<file path="config.mk">
export PLATFORM = sky130hd
export DESIGN_NAME = top_k_score_keeper_top
export DESIGN_NICKNAME = d
export VERILOG_FILES = /design/src/tksk_pkg.sv /design/src/tksk_ctrl.sv /design/src/tksk_datapath.sv /design/src/top_k_score_keeper_top.sv
export SDC_FILE = /design/constraint.sdc
export NUM_CORES = 2
export LEC_CHECK = 0
export BUFFER_PORTS_ARGS = -buffer_cell sky130_fd_sc_hd__buf_2
export CAP_MARGIN = 10
export CELL_PAD_IN_SITES_DETAIL_PLACEMENT = 0
export CELL_PAD_IN_SITES_GLOBAL_PLACEMENT = 2
export CORE_UTILIZATION = 35
export CTS_CLUSTER_DIAMETER = 40
export CTS_CLUSTER_SIZE = 14
export DETAILED_ROUTE_END_ITERATION = 7
export MAX_ROUTING_LAYER = met4
export PLACE_DENSITY_LB_ADDON = 0.1
export SYNTH_ARGS = -nofsm -noshare
export SYNTH_HDL_FRONTEND = slang
export SYNTH_HIERARCHICAL = 1
export SYNTH_SLANG_ARGS = --single-unit
</file>
<file path="constraint.sdc">
create_clock -name clk_i -period 3.95 [get_ports clk_i]
set_clock_uncertainty 0.2 [all_clocks]
set_input_delay 0.79 -clock clk_i [delete_from_list [all_inputs] [get_ports clk_i]]
set_output_delay 0.79 -clock clk_i [all_outputs]
set_load 0.05 [all_outputs]
</file>
<file path="src/tksk_pkg.sv">
`default_nettype none
package tksk_pkg;

  // Buffer geometry
  localparam int SLOTS        = 20;
  localparam int USER_ID_BITS = 20;

  // Fixed field widths of the stream payloads
  localparam int SCORE_W   = 16;
  localparam int USER_W    = 20;
  localparam int SLOT_W    = 5;
  localparam int IN_DATA_W = 48;   // score + user_id + slot, padded to bytes
  localparam int OUT_DATA_W = 64;  // six result fields, padded to bytes

  // Bit positions in s_axis_tdata
  localparam int IN_SCORE_LSB = 0;
  localparam int IN_USER_LSB  = IN_SCORE_LSB + SCORE_W;
  localparam int IN_SLOT_LSB  = IN_USER_LSB + USER_W;

  // Score that marks an empty slot (minus one in Q1.15)
  localparam logic signed [SCORE_W-1:0] SCORE_MINUS_ONE = {1'b1, {(SCORE_W-1){1'b0}}};

  // Operation codes carried on s_axis_tuser
  typedef enum logic {
    OP_INSERT = 1'b0,
    OP_READ   = 1'b1
  } op_e;

  // Output register occupancy
  typedef enum logic {
    ST_EMPTY = 1'b0,
    ST_FULL  = 1'b1
  } out_state_e;

  // Commands from the controller to the datapath
  typedef struct packed {
    logic take_insert;
    logic take_read;
  } tksk_cmd_t;

  // One result item
  typedef struct packed {
    logic                      read_valid;
    logic signed [SCORE_W-1:0] read_score;
    logic [USER_W-1:0]         read_user;
    logic                      dropped_valid;
    logic [USER_W-1:0]         dropped_user;
    logic                      accepted;
  } tksk_result_t;

endpackage
`default_nettype wire

</file>
<file path="src/tksk_ctrl.sv">
`default_nettype none
module tksk_ctrl (
  input  wire logic             clk_i,
  input  wire logic             rst_ni,
  input  wire logic             s_valid_i,
  input  wire logic             s_op_i,
  output logic                  s_ready_o,
  output logic                  m_valid_o,
  input  wire logic             m_ready_i,
  output tksk_pkg::tksk_cmd_t   cmd_o
);
  import tksk_pkg::*;

  out_state_e state_q, state_d;
  logic       take;

  // State register
  always_ff @(posedge clk_i or negedge rst_ni) begin
    if (!rst_ni) begin
      state_q <= ST_EMPTY;
    end else begin
      state_q <= state_d;
    end
  end

  // Next state and commands: a new item may enter when the result slot
  // is empty or is being drained in the same cycle
  always_comb begin
    s_ready_o = (state_q == ST_EMPTY) || m_ready_i;
    m_valid_o = (state_q == ST_FULL);
    take      = s_valid_i && s_ready_o;
    cmd_o.take_insert = take && (op_e'(s_op_i) == OP_INSERT);
    cmd_o.take_read   = take && (op_e'(s_op_i) == OP_READ);
    state_d = state_q;
    unique case (state_q)
      ST_EMPTY: begin
        if (take) state_d = ST_FULL;
      end
      ST_FULL: begin
        if (m_ready_i && !take) state_d = ST_EMPTY;
      end
      default: state_d = ST_EMPTY;
    endcase
  end

endmodule
`default_nettype wire

</file>
<file path="src/tksk_datapath.sv">
`default_nettype none
module tksk_datapath (
  input  wire logic                                clk_i,
  input  wire logic                                rst_ni,
  input  tksk_pkg::tksk_cmd_t                      cmd_i,
  input  wire logic signed [tksk_pkg::SCORE_W-1:0] score_i,
  input  wire logic [tksk_pkg::USER_W-1:0]         user_id_i,
  input  wire logic [tksk_pkg::SLOT_W-1:0]         slot_i,
  output tksk_pkg::tksk_result_t                   result_o
);
  import tksk_pkg::*;

  localparam int CMP_W = $clog2(SLOTS + 1) > SLOT_W ? $clog2(SLOTS + 1) : SLOT_W;

  logic signed [SCORE_W-1:0]  score_q [SLOTS];
  logic [USER_ID_BITS-1:0]    user_q  [SLOTS];
  logic [SLOTS-1:0]           valid_q;
  logic [SLOTS-1:0]           gt;
  logic [USER_ID_BITS-1:0]    new_user;
  tksk_result_t               res_d, res_q;
  logic [USER_ID_BITS-1:0]    rd_user;
  logic signed [SCORE_W-1:0]  rd_score;
  logic                       rd_valid;

  assign new_user = USER_ID_BITS'(user_id_i);

  // Per-cell compare: newcomer strictly above this cell's score
  always_comb begin
    for (int i = 0; i < SLOTS; i++) begin
      gt[i] = score_i > score_q[i];
    end
  end

  // Sorted cells: a cell takes its upper neighbor when the newcomer passes
  // that neighbor too, else takes the newcomer when it passes this cell
  always_ff @(posedge clk_i or negedge rst_ni) begin
    if (!rst_ni) begin
      for (int i = 0; i < SLOTS; i++) begin
        score_q[i] <= SCORE_MINUS_ONE;
        user_q[i]  <= '0;
      end
      valid_q <= '0;
    end else if (cmd_i.take_insert && gt[0]) begin
      for (int i = 0; i < SLOTS - 1; i++) begin
        if (gt[i+1]) begin
          score_q[i] <= score_q[i+1];
          user_q[i]  <= user_q[i+1];
          valid_q[i] <= valid_q[i+1];
        end else if (gt[i]) begin
          score_q[i] <= score_i;
          user_q[i]  <= new_user;
          valid_q[i] <= 1'b1;
        end
      end
      if (gt[SLOTS-1]) begin
        score_q[SLOTS-1] <= score_i;
        user_q[SLOTS-1]  <= new_user;
        valid_q[SLOTS-1] <= 1'b1;
      end
    end
  end

  // Slot read select; out-of-range slots read as zero
  always_comb begin
    rd_user  = '0;
    rd_score = '0;
    rd_valid = 1'b0;
    for (int i = 0; i < SLOTS; i++) begin
      if (CMP_W'(slot_i) == CMP_W'(i)) begin
        rd_user  = rd_user | user_q[i];
        rd_score = rd_score | score_q[i];
        rd_valid = rd_valid | valid_q[i];
      end
    end
  end

  // Result forming
  always_comb begin
    res_d = '0;
    if (cmd_i.take_read) begin
      res_d.read_user  = USER_W'(rd_user);
      res_d.read_score = rd_score;
      res_d.read_valid = rd_valid;
    end else if (gt[0]) begin
      res_d.accepted      = 1'b1;
      res_d.dropped_user  = USER_W'(user_q[0]);
      res_d.dropped_valid = valid_q[0];
    end else begin
      res_d.dropped_user  = USER_W'(new_user);
      res_d.dropped_valid = 1'b1;
    end
  end

  // Output register, loaded on each accepted item
  always_ff @(posedge clk_i) begin
    if (cmd_i.take_insert || cmd_i.take_read) begin
      res_q <= res_d;
    end
  end

  assign result_o = res_q;

endmodule
`default_nettype wire

</file>
<file path="src/top_k_score_keeper_top.sv">
// Top-k score keeper: holds the SLOTS highest-scoring candidates seen so far
// in a row of sorted cells, slot 0 lowest. An insert (tuser = 0) is kept only
// if its score is strictly above slot 0; then slot 0 is evicted, lower cells
// shift down and the newcomer lands just below the first cell whose score is
// equal or higher. A read (tuser = 1) returns one slot. All cells compare
// against the newcomer in parallel and update in the same edge, with the
// result captured in an output register, so a new item is taken every cycle
// as long as the result side keeps draining. Slots reset to score minus one,
// user zero, invalid; no clearing pass is needed.
`default_nettype none
module top_k_score_keeper_top (
  input  wire logic        clk_i,
  input  wire logic        rst_ni,
  input  wire logic        s_axis_tvalid,
  output logic             s_axis_tready,
  input  wire logic [47:0] s_axis_tdata,  // score[15:0], user_id[35:16], slot[40:36]
  input  wire logic        s_axis_tuser,  // op
  output logic             m_axis_tvalid,
  input  wire logic        m_axis_tready,
  output logic [63:0]      m_axis_tdata   // accepted[0], dropped_user[20:1],
                                          // dropped_valid[21], read_user[41:22],
                                          // read_score[57:42], read_valid[58]
);
  import tksk_pkg::*;

  tksk_cmd_t    cmd;
  tksk_result_t result;

  // Handshake control
  tksk_ctrl u_ctrl (
    .clk_i     (clk_i),
    .rst_ni    (rst_ni),
    .s_valid_i (s_axis_tvalid),
    .s_op_i    (s_axis_tuser),
    .s_ready_o (s_axis_tready),
    .m_valid_o (m_axis_tvalid),
    .m_ready_i (m_axis_tready),
    .cmd_o     (cmd)
  );

  // Sorted cells and result register
  tksk_datapath u_datapath (
    .clk_i     (clk_i),
    .rst_ni    (rst_ni),
    .cmd_i     (cmd),
    .score_i   (s_axis_tdata[IN_SCORE_LSB +: SCORE_W]),
    .user_id_i (s_axis_tdata[IN_USER_LSB +: USER_W]),
    .slot_i    (s_axis_tdata[IN_SLOT_LSB +: SLOT_W]),
    .result_o  (result)
  );

  assign m_axis_tdata = OUT_DATA_W'(result);

endmodule
`default_nettype wire
</file>
======== Yosys cells after proc, flatten, opt, wreduce, memory -nomap -nowiden ========
Index checks and enable logic that the tools add are counted.
cells by class
  order comparisons ....................... 20
  eq/ne operators ......................... 19
  bitwise gates (word level) .............. 59
  multiplexer cells ....................... 179
  reductions and logical operators ........ 48
operators by type and width
  kind                                           count
  2-to-1 mux 20 bit                              58
  2-to-1 mux 16 bit                              58
  OR 20 bit                                      19
  > comparator 16 bit                            20
  OR 16 bit                                      19
  2-to-1 mux 1 bit                               61
  == test 5 x 4 -> 1 bit, second input constant  8
  AND reduction 2 bit                            20
  nonzero test 2 bit                             19
  2-to-1 mux 21 bit                              1
  == test 5 x 3 -> 1 bit, second input constant  4
  == test 5 bit, second input constant           4
  OR 1 bit                                       19
  == test 5 x 2 -> 1 bit, second input constant  2
  == test 5 x 1 -> 1 bit, second input constant  1
  logical AND 1 bit                              5
  zero test 5 bit                                1
  logical OR 1 bit                               2
  inverter 1 bit                                 2
  one-hot mux 1 bit (2 select lines)             1
  zero test 1 bit                                1
word-level totals
  register bits after elaboration ......... 800
  input port bits ......................... 53
  word-level logic and storage cells ...... 392
  output and inout port bits .............. 66

======== Logic depth before layout (Yosys ltp) ========
  depth in word-level cells ............... 40
  mapped depth ............................ 13
  gate-level depth less buffers ........... 9

======== Cells and area by module ========
The synthesis kept the hierarchy.
by module, submodules not included
  module                  seq. area each (um^2)  instances  cells each  area an instance (um^2)
  tksk_datapath           20314.5                1          4828        48597.9
  tksk_ctrl               25.0                   1          5           60.1
  top_k_score_keeper_top  0.0                    1          6           41.3

======== Worst setup path after synthesis ========
Ideal clock, no wire load.
  path type ............................... input port to flip-flop
  start point ............................. input port s_axis_tdata[0]
  end point ............................... register u_datapath/score_q[128] in the netlist's numbering
  cell stages on the path ................. 13
  data arrival time ....................... 3.654 ns
  buffers on the path ..................... 4
  setup time .............................. 0.079 ns
  slack ................................... 0.017 ns
  data required time ...................... 3.671 ns
  path through ............................ clkbuf_1 > inv_1 > ha_1 > nand4_1 > nor4_1 > nand2b_1 > a21oi_1 > clkbuf_1 > nor2_1 > buf_2 > buf_1 > o2bb2ai_1 > a2bb2oi_1
between the ends
  longest elaborated chain between the ends .. 3
  elaborated cells between the ends (all ways) .. 8
  classes of those cells .................. 3 x order compare; 2 x mux; 3 x reduce/logical
ends and longest elaborated chain
  element                                                            RTL line                      text
  start, declared                                                    top_k_score_keeper_top.sv:16  input wire logic [47:0] s_axis_tdata,
  > comparator 16 bit                                                tksk_datapath.sv:30           gt[i] = score_i > score_q[i];
  nonzero test 2 bit (no line) or logical AND 1 bit (tied branches)  --
  AND reduction 2 bit (no line)                                      --
  end signal, assigned by index                                      tksk_datapath.sv:46           score_q[i] <= score_q[i+1];
  end signal, assigned by index                                      tksk_datapath.sv:50           score_q[i] <= score_i;
  end signal, assigned by index                                      tksk_datapath.sv:56           score_q[SLOTS-1] <= score_i;
  end, declared                                                      tksk_datapath.sv:15           logic signed [SCORE_W-1:0] score_q [SLOTS];
Several ways; a longest one is shown, not always the timed one. The select of a mux whose other input is x is not followed.
A chain may end at the register's enable or synchronous reset.

======== Worst setup path after layout ========
  start point ............................. register u_datapath/score_q[31] in the netlist's numbering
  end point ............................... register u_datapath/score_q[31] in the netlist's numbering
between the ends
  longest elaborated chain between the ends .. 3
ends and longest elaborated chain
  element                        RTL line
  > comparator 16 bit            tksk_datapath.sv:30
  nonzero test 2 bit (no line)   --
  AND reduction 2 bit (no line)  --
Every way passes these cells.

==> results.py <==
metrics = {
    "run_status": {
        "outcome": "complete, no violations",
    },
    "flow_run": {
        "cap_violations": 0,
    },
    "placed_design": {
        "placed_area_um2": 56420,
        "gp_congestion": 1.033,
        "portBuffers": 106,
        "dp_hpwl_mm": 194.1,
    },
    "synthesis": {
        "yosysWarnings": 6,
        "yosys.area_share.simple_pct": 6.318,
        "synth-edff-count": 59,
        "synth_seq_cells": 800,
        "synth_compound_area_share_pct": 34.26,
        "yosys_most_used_dff": "dfrtp_1",
        "synth_xor_area_share_pct": 0.01798,
        "synth_top_area_cell": "dfrtp_1",
        "netlist_instances": 4839,
        "syn_avg_cell_area_um2": 10.06,
        "yosys-top-cells-area": "dfrtp_1, ha_1, a2bb2oi_1",
        "yosys-top-cells-count": "dfrtp_1, inv_1, a22oi_1",
        "syn-cell-area_um2": 48700,
        "synth_top_family_by_area": "compound AO/OA/AOI/OAI gates",
        "synth_most_common_cell": "dfrtp_1",
        "synthMuxAreaShare_pct": 2.066,
        "ys_async_sr_fraction_pct": 92.63,
        "yosysSeqAreaShare_pct": 41.77,
        "synth.distinct_cells": 77,
        "synth-adder-area-share_pct": 8.222,
        "synth.top_cell.area_share_pct": 37.05,
    },
    "timing": {
        "rsz0062_at_grt": "false",
        "post-route-min-period_ps": 3947,
        "fmax_mhz": 253.3,
        "setup_viol": 0,
        "slew_headroom_pct": 15.93,
        "fin_crit_sh_pct": 99.93,
        "worst_slew_pin_slew_ps": 1258,
        "final_max_slew_viol_count": 0,
        "hold_ws_ps": 63.90,
        "tns_ps": 0,
        "hold_viol_final": 0,
    },
    "final_layout": {
        "finalNetCount": 5632,
        "layout-drive-gt1-share_pct": 21.37,
        "utilization_pct": 45.77,
        "syn_to_final_growth_pct": 29.55,
        "fin_area_um2": 63090,
    },
    "route": {
        "drc": 0,
        "wl_per_cell_um": 38.38,
        "drt-total-wl_mm": 277.3,
        "viasPerCell": 6.777,
        "via_count": 48960,
        "ant_nets": 0,
        "drtIter0Drc": 7114,
        "dr.pass1.iters": 6,
    },
    "worst_setup_path": {
        "crit_buf_inv": 4,
        "cp_max_fo": 8,
        "cpLargestDelayFamily": "compound AO/OA/AOI/OAI gates",
        "max_stage_delay_ps": 590,
        "worstPathArrival_ps": 4440,
        "path_class": "register to register",
        "cp-end-kind": "register",
        "worst_path_max_delay_cell": "dfstp_2",
        "crit_top_cell": "buf_4",
        "required_ps": 4450,
        "critPathLaunchType": "register",
        "path_cells": "inv_1 -> ha_1 -> nand4_1 -> a211oi_1 -> buf_4 -> o21ai_0 -> or3_2 -> buf_4 -> a21oi_4 -> buf_4 -> a22oi_1 -> o2bb2ai_1",
    },
    "pwr": {
        "finalPower_w": 0.06654,
        "vdd_drop_max_mv": 0.5700,
        "power_density_nw_per_um2": 1055,
        "power_leakage_nw": 27.62,
    },
    "floorplan": {
        "dieArea_um2": 140600,
        "initial_core_util_pct": 35.33,
        "num_rows": 136,
        "ios": 119,
        "dieWidth_um": 375.0,
        "coreArea_um2": 137800,
        "fp.dieH_um": 375.0,
    },
    "cts": {
        "cts_tree": "built",
        "clockRootBuffer": "clkbuf_16",
        "cts_buffer_depth": 3,
        "clock-sinks": 800,
        "cts_buffers": 180,
        "cts_setup_buffers": 0,
        "htreeDepth": 4,
        "clk_pin_slew_ps": 40,
        "clk_latency_ps": 820,
    },
    "global_routing": {
        "grt_pass1_wl_mm": 383.0,
        "met2_usage_pct": 52.42,
        "overflow": 0,
        "grt_pass1_vias": 46900,
        "grt.busiest_layer": "met1",
        "met3_usage_pct": 11.53,
        "track_usage_pct": 39.85,
        "grt_max_degree": 110,
        "grtUsageMet1_pct": 57.00,
        "antenna_found_initial": 22,
    },
    "min_path": {
        "hp-class": "primary input to register",
    },
}
[cells by family (layout without fill, tap and decap cells)]
group | count (synthesis) | in the layout
xor+xnor | 1 | 1
fa+ha+maj | 320 | 320
compound gates | 2176 | 2176
simple gates | 576 | 576
flops | 800 | 800
other cells | 1 | 16
buf+inv | 869 | 1445
mux | 96 | 96
[tightest hold or removal path, cell delays in order]
cell and delay (ps):
buf_2 80, nand2b_4 120, nand2b_1 50
[registers in the layout (all words and copies together), names as in the netlist]
register and flops:
u_ctrl/m_valid_o 1, u_datapath/score_q 320, u_datapath/valid_q 20, u_datapath/user_q 400, u_datapath/result_o 59
[what timing repair did]
action | in CTS | in global routing
hold buffers | 2 | 0
resized for setup | 0 | 1
hold endpoints to repair | 29 | 0
setup endpoints to repair | 0 | 3
[layout make-up]
class	instances	area (um2)
multi-input cells	3174	25330
well taps	1794	2245
inverters	394	1479
flip-flops and latches	800	20340
clock inverters	107	1570
fillers	13190	74740
clock buffers	235	5047
repair buffers	709	7053
diodes	11	27.53
[per-stage QoR]
stage          instances  setup slack, ps
2_1_floorplan       4843            16.92
3_3_place_gp        6869           -390.9
3_5_place_dp        6869           -428.9
4_1_cts             7213            172.6
5_1_grt             7217            3.712
6_report            7224            2.881
[cell usage in the layout, fill, tap and decap left out, types with 47 or more instances in the layout]
cell / synthesis / layout
a211oi_1: 51 / 51
a21oi_1: 109 / 106
a221oi_1: 115 / 115
a22o_1: 157 / 157
a22oi_1: 380 / 380
a2bb2oi_1: 330 / 330
a31oi_1: 115 / 111
buf_12: 0 / 158
buf_2: 106 / 105
buf_4: 6 / 442
clkbuf_16: 0 / 185
dfrtp_1: 721 / 721
edfxtp_1: 59 / 59
ha_1: 320 / 320
inv_1: 394 / 394
mux2i_1: 72 / 71
nand2_1: 132 / 131
nand2b_1: 53 / 53
nand3_1: 57 / 56
nand4_1: 95 / 95
nor2_1: 82 / 61
o21a_1: 54 / 53
o21ai_0: 77 / 77
o21bai_1: 47 / 47
o22a_1: 51 / 51
o22ai_1: 269 / 269
o2bb2ai_1: 178 / 178
o31ai_1: 76 / 74
or4_1: 48 / 47
[where the power goes]
part	total [W]	switching [W]	leakage, nW	internal [W]
Clock	0.0166	0.00550	3.21	0.0111
Sequential	0.0166	0.00444	8.98	0.0122
Combinational	0.0334	0.0201	15.4	0.0133
[layer usage]
metal  up-vias  wire [um]
met2      3190     110100
met3       569      32850
met1     25230     123400
met5         -          0
li1      19970          -
met4         0      10920
[path summary, 6_finish.rpt]
path                                         start                      end  slack (ps)  depth (start not counted)
min in group asynchronous                   rst_ni  u_datapath/score_q[232]         330                          2
max                         u_datapath/score_q[31]   u_datapath/score_q[31]           3                         12
min reg2reg                u_datapath/score_q[271]  u_datapath/score_q[271]         310                          1
min                                  m_axis_tready         u_ctrl/m_valid_o          60                          3
max in group asynchronous                   rst_ni   u_datapath/user_q[348]        2050                          4
max reg2reg                 u_datapath/score_q[31]   u_datapath/score_q[31]           3                         12
(Power assumes the default switching activity.)
